<file path="config.mk">
export PLATFORM = sky130hd
export DESIGN_NAME = bba_ctrl
export DESIGN_NICKNAME = d
export VERILOG_FILES = /design/src/hw/rtl/bba_pkg.sv /design/src/hw/rtl/bba_ctrl.sv
export SDC_FILE = /design/constraint.sdc
export NUM_CORES = 1
export LEC_CHECK = 0
export ABC_AREA = 1
export BUFFER_PORTS_ARGS = -buffer_cell sky130_fd_sc_hd__buf_2
export CORE_UTILIZATION = 46
export CTS_CLUSTER_SIZE = 25
export DETAILED_ROUTE_END_ITERATION = 6
export PLACE_DENSITY = 0.75
export SLEW_MARGIN = 30
export SYNTH_ARGS = -nofsm -noshare
export SYNTH_HDL_FRONTEND = slang
export SYNTH_SLANG_ARGS = --single-unit
</file>
<file path="constraint.sdc">
create_clock -name clk -period 1.2 [get_ports clk]
set_input_delay 0 -clock clk [delete_from_list [all_inputs] [get_ports clk]]
set_output_delay 0 -clock clk [all_outputs]
set_load 0.005 [all_outputs]
</file>
<file path="src/hw/rtl/bba_pkg.sv">
`default_nettype none
package bba_pkg;

	localparam int IN_W   = 56;
	localparam int OUT_W  = 40;
	localparam int CFG_IW = 2;
	localparam int CFG_DW = 32;
	localparam int AW     = 32;
	localparam int BW     = 13;
	localparam int HW     = 7;
	localparam int RW     = 4;
	localparam int OW     = 4;
	localparam int KW     = 5;
	localparam int REQW   = 24;
	localparam int NW     = REQW + 1;
	localparam int SZW    = BW + 16;
	localparam int TGW    = 5;

	localparam logic [CFG_IW-1:0] CFG_POOL_BASE  = 2'd0;
	localparam logic [CFG_IW-1:0] CFG_BLOCK_SIZE = 2'd1;
	localparam logic [CFG_IW-1:0] CFG_HEADER     = 2'd2;
	localparam logic [CFG_IW-1:0] CFG_RESERVED   = 2'd3;

	localparam logic [1:0] ST_OK      = 2'd0;
	localparam logic [1:0] ST_NOMEM   = 2'd1;
	localparam logic [1:0] ST_BADADDR = 2'd2;

	typedef enum logic [4:0] {
		S_CLEAR, S_IDLE, S_AK, S_AJ, S_PRD, S_PNX, S_SA1, S_SA2, S_GMUL, S_GADD,
		S_FCHK, S_FDIV, S_FTST, S_FTAG, S_FAPP, S_MCHK, S_MW, S_MWN, S_DONE
	} state_t;

	typedef enum logic [4:0] {
		CMD_NONE, CMD_CLEAR, CMD_ACCEPT, CMD_K_STEP, CMD_J_STEP, CMD_NOMEM,
		CMD_POP_START, CMD_POP_READ, CMD_POP_NEXT, CMD_POP_COMMIT,
		CMD_SPLIT_LEFT, CMD_SPLIT_RIGHT, CMD_GRANT_MUL, CMD_GRANT_ADD,
		CMD_DIV_START, CMD_DIV_STEP, CMD_BAD, CMD_TAG_READ, CMD_TAG_CLEAR,
		CMD_APPEND, CMD_WALK_START, CMD_WALK_READ, CMD_WALK_NEXT, CMD_REMOVE,
		CMD_OK, CMD_OUT
	} cmd_t;

	typedef struct packed {
		logic clr_last;
		logic act_free;
		logic k_fits;
		logic j_over;
		logic j_empty;
		logic split;
		logic pop_more;
		logic off_over;
		logic div_last;
		logic div_bad;
		logic tag_bad;
		logic m_top;
		logic m_short;
		logic m_end;
		logic m_found;
		logic out_busy;
	} stat_t;

	function automatic int top_of(int t, int n);
		int r;
		r = t;
		while (r > 0 && (1 << r) > n)
			r--;
		return r;
	endfunction

endpackage
`default_nettype wire

</file>
<file path="src/hw/rtl/bba_ctrl.sv">
`default_nettype none
module bba_ctrl (
	input  wire logic          clk,
	input  wire logic          arst_n,
	input  wire logic          cfg_we,
	input  wire logic          s_tvalid,
	output logic               s_tready,
	input  wire bba_pkg::stat_t st,
	output bba_pkg::cmd_t      cmd
);
	import bba_pkg::*;

	state_t state_q, state_d;

	always_ff @(posedge clk or negedge arst_n) begin
		if (!arst_n)
			state_q <= S_CLEAR;
		else
			state_q <= state_d;
	end

	always_comb begin
		state_d = state_q;
		unique case (state_q)
			S_CLEAR: if (st.clr_last) state_d = S_IDLE;
			S_IDLE:  if (s_tvalid) state_d = st.act_free ? S_FCHK : S_AK;
			S_AK:    if (!st.k_fits) state_d = S_AJ;
			S_AJ: begin
				if (st.j_over)
					state_d = S_DONE;
				else if (!st.j_empty)
					state_d = S_PRD;
			end
			S_PRD: begin
				if (st.pop_more)
					state_d = S_PNX;
				else
					state_d = st.split ? S_SA1 : S_GMUL;
			end
			S_PNX:  state_d = S_PRD;
			S_SA1:  state_d = S_SA2;
			S_SA2:  state_d = S_AJ;
			S_GMUL: state_d = S_GADD;
			S_GADD: state_d = S_DONE;
			S_FCHK: state_d = st.off_over ? S_DONE : S_FDIV;
			S_FDIV: if (st.div_last) state_d = S_FTST;
			S_FTST: state_d = st.div_bad ? S_DONE : S_FTAG;
			S_FTAG: state_d = st.tag_bad ? S_DONE : S_FAPP;
			S_FAPP: state_d = S_MCHK;
			S_MCHK: state_d = (st.m_top || st.m_short) ? S_DONE : S_MW;
			S_MW: begin
				if (!st.m_end)
					state_d = S_MWN;
				else
					state_d = st.m_found ? S_FAPP : S_DONE;
			end
			S_MWN:  state_d = S_MW;
			S_DONE: if (!st.out_busy) state_d = S_IDLE;
			default: state_d = S_CLEAR;
		endcase
		if (cfg_we)
			state_d = S_CLEAR;
	end

	always_comb begin
		cmd      = CMD_NONE;
		s_tready = 1'b0;
		unique case (state_q)
			S_CLEAR: cmd = CMD_CLEAR;
			S_IDLE: begin
				s_tready = 1'b1;
				if (s_tvalid) cmd = CMD_ACCEPT;
			end
			S_AK: cmd = CMD_K_STEP;
			S_AJ: begin
				if (st.j_over)
					cmd = CMD_NOMEM;
				else if (st.j_empty)
					cmd = CMD_J_STEP;
				else
					cmd = CMD_POP_START;
			end
			S_PRD:  cmd = st.pop_more ? CMD_POP_READ : CMD_POP_COMMIT;
			S_PNX:  cmd = CMD_POP_NEXT;
			S_SA1:  cmd = CMD_SPLIT_LEFT;
			S_SA2:  cmd = CMD_SPLIT_RIGHT;
			S_GMUL: cmd = CMD_GRANT_MUL;
			S_GADD: cmd = CMD_GRANT_ADD;
			S_FCHK: cmd = st.off_over ? CMD_BAD : CMD_DIV_START;
			S_FDIV: cmd = CMD_DIV_STEP;
			S_FTST: cmd = st.div_bad ? CMD_BAD : CMD_TAG_READ;
			S_FTAG: cmd = st.tag_bad ? CMD_BAD : CMD_TAG_CLEAR;
			S_FAPP: cmd = CMD_APPEND;
			S_MCHK: cmd = (st.m_top || st.m_short) ? CMD_OK : CMD_WALK_START;
			S_MW: begin
				if (!st.m_end)
					cmd = CMD_WALK_READ;
				else
					cmd = st.m_found ? CMD_REMOVE : CMD_OK;
			end
			S_MWN:  cmd = CMD_WALK_NEXT;
			S_DONE: if (!st.out_busy) cmd = CMD_OUT;
			default: cmd = CMD_NONE;
		endcase
	end

endmodule
`default_nettype wire

</file>
# After elaboration in Yosys (flattened, before gate mapping)
# Cells that the tools add are included.
# op_classes
n_reduce_logical	3
n_eq_ne	24
n_mux	31
# ops
op	count
$pmux 5 s19	2
$mux 5	15
$eq 5x4->1 const B	8
$mux 4	7
$eq 5x3->1 const B	4
$eq 5x5->1 const B	3
$ne 3x3->1 const B	5
$eq 5x2->1 const B	2
$mux 2	5
$reduce_and 6->1	1
$eq 5x1->1 const B	1
$logic_not 5->1	1
$ne 4x4->1 const B	1
$mux 1	2
$logic_or 1x1->1	1
# word_totals
regBits	5
input_bits	20

# Depth between registers and ports, before layout
# depth
depth_word	4
depth_mapped	9

# Worst setup path after synthesis
# Ideal clock, no wire load.
# synth_timing
path_type	flip-flop to flip-flop
startpoint	register state_q[3]
endpoint	register state_q[1]
synth_period_minus_slack_ps	1332
stages_incl_launch_ff	10
arrival_time_ps	1267
setup_slack_ps	-132
n_path_buf	0
cell_sequence	dfrtp_1 -> nor2_2 -> nand2_2 -> nor2_2 -> nand2_1 -> nand3_2 -> nor2_4 -> nor2_4 -> nand2_1 -> nand2_1
# synth_between
elab_chain_len	3
elab_cells_between_ends	28
# synth_rtl
item	line	text
from (decl)	bba_ctrl.sv:13	state_t state_q, state_d;
from (signal assigned)	bba_ctrl.sv:19	state_q <= state_d;
$eq 5x5->1, or another cell as far along	bba_ctrl.sv:24	unique case (state_q)
$pmux 5 s19, or another cell as far along	bba_ctrl.sv:24	
$mux 5 or $reduce_and 6->1 (tied branches)	n/a	
# Several ways; a longest one is shown, not always the timed one.
# A chain may end at the register's enable or synchronous reset.

# Final worst setup path
# layout_timing
startpoint	register state_q[1]
endpoint	output cmd[3]
# layout_between
elab_chain_len	2
elab_cells_between_ends	20
# layout_rtl
item	line	text
$eq 5x5->1, or another cell as far along	bba_ctrl.sv:68	unique case (state_q)
$pmux 5 s19 *	bba_ctrl.sv:68	
to (decl)	bba_ctrl.sv:9	output bba_pkg::cmd_t cmd
# Every way passes the cells marked *; elsewhere a longest branch is shown, timed or not.

==> metrics.txt <==
Syn Inst Count 175; setup ws final -547.5 ps; first-pass GRT wire length 6920 um; CTS Buf Count 3; Tcrit/Tclk final 1.456; CP Capture Type output port; Pre-Repair DR Iteration Count 7; Ys Warns 0; Final nets 263; worst-case clock buffer depth 2; Worst Path Max Fanout 5; register area share after synthesis 0.1387; global placement routability congestion 0.9564; failing checks design-rule violations, negative setup slack; num ports 26; Setup WS pre-CTS -249.3 ps; Most used DFF post-synth dfrtp_1; top-area cell type share of the netlist area 0.2372; Syn Std Cell Area 902.1 sq um; CTS sink cnt 5; status finished, violations left; worst-skew pair later-pin latency 280 ps; Startpoint Class register; Pwr Total 0.003132 W; Antenna Nets Post-Route 0; Max Freq 572.2 MHz; Synthesized Nets 195; async set-reset flop share out of synthesis 1.000; Avg Inst Size Synth 5.155 sq um; top flop regs state_q: 5 flops; DR iter-0 viols 145; setup violators final 11; CP peak stage delay 480 ps; total gr overflow 0; Synth top cells by count nand2_1, nor2_1, inv_1; Post-DP HPWL 2639 um; Post-synth EDFFs 0; initial antenna violation count 0; CP Class reg -> out; final slew viol count 0; Worst Tran Pin Value 279.0 ps; Clock Skews 21.44 ps; Clk pin slew, worst setup/hold paths 70 ps; core area 1783 sq um; WL/cell 18.09 um; Worst slew margin 0.8140; largest net degree at the start of global routing 8; count of port buffers added during placement 25; Slowest cell on crit path dfrtp_2; Distinct cells, synth 20; Inserted Diodes 0; via count 1603; class of the worst hold path in -> reg; RSZ-0062 raised after global routing true; cell taking the most area after synthesis nand2_1; synth-to-layout area growth 74.62%; final WL 4831 um; layout cells sized above 1 0.5083; worst-path cell chain nor2_4 > nand2_4 > nor2_2 > nor2_2 > o21ai_1 > nor3_2 > nand3_1 > buf_2; vias in the first global route 1490; Core Util, Final 0.8835; H-tree depth 1; die area 2142 sq um; placed cell area 1315 sq um; die span in y 46.29 um; PD cells 1988 nW/um^2; top-count cell post-synth nand2_1; die width 46.29 um; clock tree from TritonCTS yes; # rows 15; Max IR drop VDD 2.119 mV; critical path arrival 1750 ps; most numerous cell on the critical path nor2_2; Biggest register state_q; Initial Utilization 0.5060; synth top area cells nand2_1, dfrtp_1, nor2_1, inv_1, nand3_1; vias per cell 6.004; WP data required 1200 ps; Hold Fails Final Rpt 0; max cap viols 0; CTS root buffer clkbuf_4; Lkg Pwr 0.8785 nW; max reg flops 5; register bit total from synthesis 5; hold_ws 61.80 ps; GRT Total Usage 0.4662; Final Critical Period 1748 ps; setup slack, reg-to-reg -510 ps; Final Instance Area 1575 sq um; DRC violations left 4
cell usage in the layout, fill, tap and decap left out:
| master | n |
|---|---|
| nand2_1 | 46 |
| buf_4 | 32 |
| buf_2 | 24 |
| inv_1 | 21 |
| nor2_1 | 21 |
| nand3_1 | 13 |
| nor2_4 | 11 |
| nand2_2 | 9 |
| nor2_2 | 8 |
| nand4_1 | 7 |
| inv_2 | 5 |
| nand3_2 | 5 |
| buf_6 | 5 |
| dfrtp_2 | 5 |
| nand2_4 | 4 |
| a21oi_1 | 3 |
| nor3_1 | 3 |
| clkbuf_4 | 3 |
| o21ai_2 | 2 |
| o21ai_1 | 2 |
| inv_6 | 1 |
| nand3_4 | 1 |
| inv_4 | 1 |
| o2111ai_2 | 1 |
| and2_4 | 1 |
| nand3b_1 | 1 |
| nor3_2 | 1 |
| or2_2 | 1 |
| nor3b_2 | 1 |
| o21ai_0 | 1 |
| clkinv_2 | 1 |
| dlygate4sd3_1 | 1 |
| buf_12 | 1 |
logic make-up (layout without fill, tap and decap cells):
family,count (synthesis),after routing,share of synthesized area
compound gates,9,9,0.05408
buf+inv,28,95,0.1165
flops,5,5,0.1387
simple gates,133,133,0.6907
critical path: cells and delay by family, from the launching register on:
| kind | cells | cell delay (ps) |
|---|---|---|
| AND/OR/NAND/NOR | 6 | 780 |
| flip-flops | 1 | 480 |
| buffers and inverters | 1 | 110 |
| AO/OA/AOI/OAI | 1 | 100 |
area by class of cell:
cell class                      instances  area [sq um]
Clock buffer                            3         22.52
Clock inverter                          1         5.005
Fill cell                              92         207.7
Inverter                               28         112.6
Multi-Input combinational cell        142         825.8
Sequential cell                         5         131.4
Tap cell                               25         31.28
Timing Repair Buffer                   63         446.7
where the power goes:
part,switching (W),leakage (nW),internal [W]
Sequential,0.000143,0.0602,0.000231
Clock,0.000107,0.0177,0.000123
Combinational,0.00141,0.801,0.00111
Total,0.00166,0.878,0.00147
layer usage:
metal / up-vias / track usage / wire (um)
met5: - / 0 / 0
met4: 0 / 0.2471 / 410
met3: 55 / 0.1686 / 623
met2: 174 / 0.7324 / 2095
met1: 687 / 0.5478 / 1702
li1: 687 / - / -
path summary, 6_finish.rpt:
path                       startpoint          to  cells past startpoint
hold reg to reg            state_q[4]  state_q[4]                      2
max in group asynchronous      arst_n  state_q[4]                      2
min in group asynchronous      arst_n  state_q[1]                      2
setup / recovery           state_q[1]      cmd[3]                      8
hold / removal                 cfg_we  state_q[0]                      4
setup reg to reg           state_q[4]  state_q[4]                     10
through the flow:
step,cells,setup TNS (ps)
5_1_grt,267,-5788
6_report,267,-5256
3_5_place_dp,251,-2050
2_1_floorplan,175,-339.2
4_1_cts,266,-3841
3_3_place_gp,251,-1937
what timing repair did:
| item | CTS | global route |
|---|---|---|
| pin swaps | 14 | 4 |
| buffers inserted | 10 | 1 |
| endpoints found under the hold margin | 5 | 0 |
| hold buffers | 1 | 0 |
| resized for setup | 38 | 12 |
| setup endpoints to repair | 11 | 11 |
No activity file was read; power rests on OpenSTA's default activity.
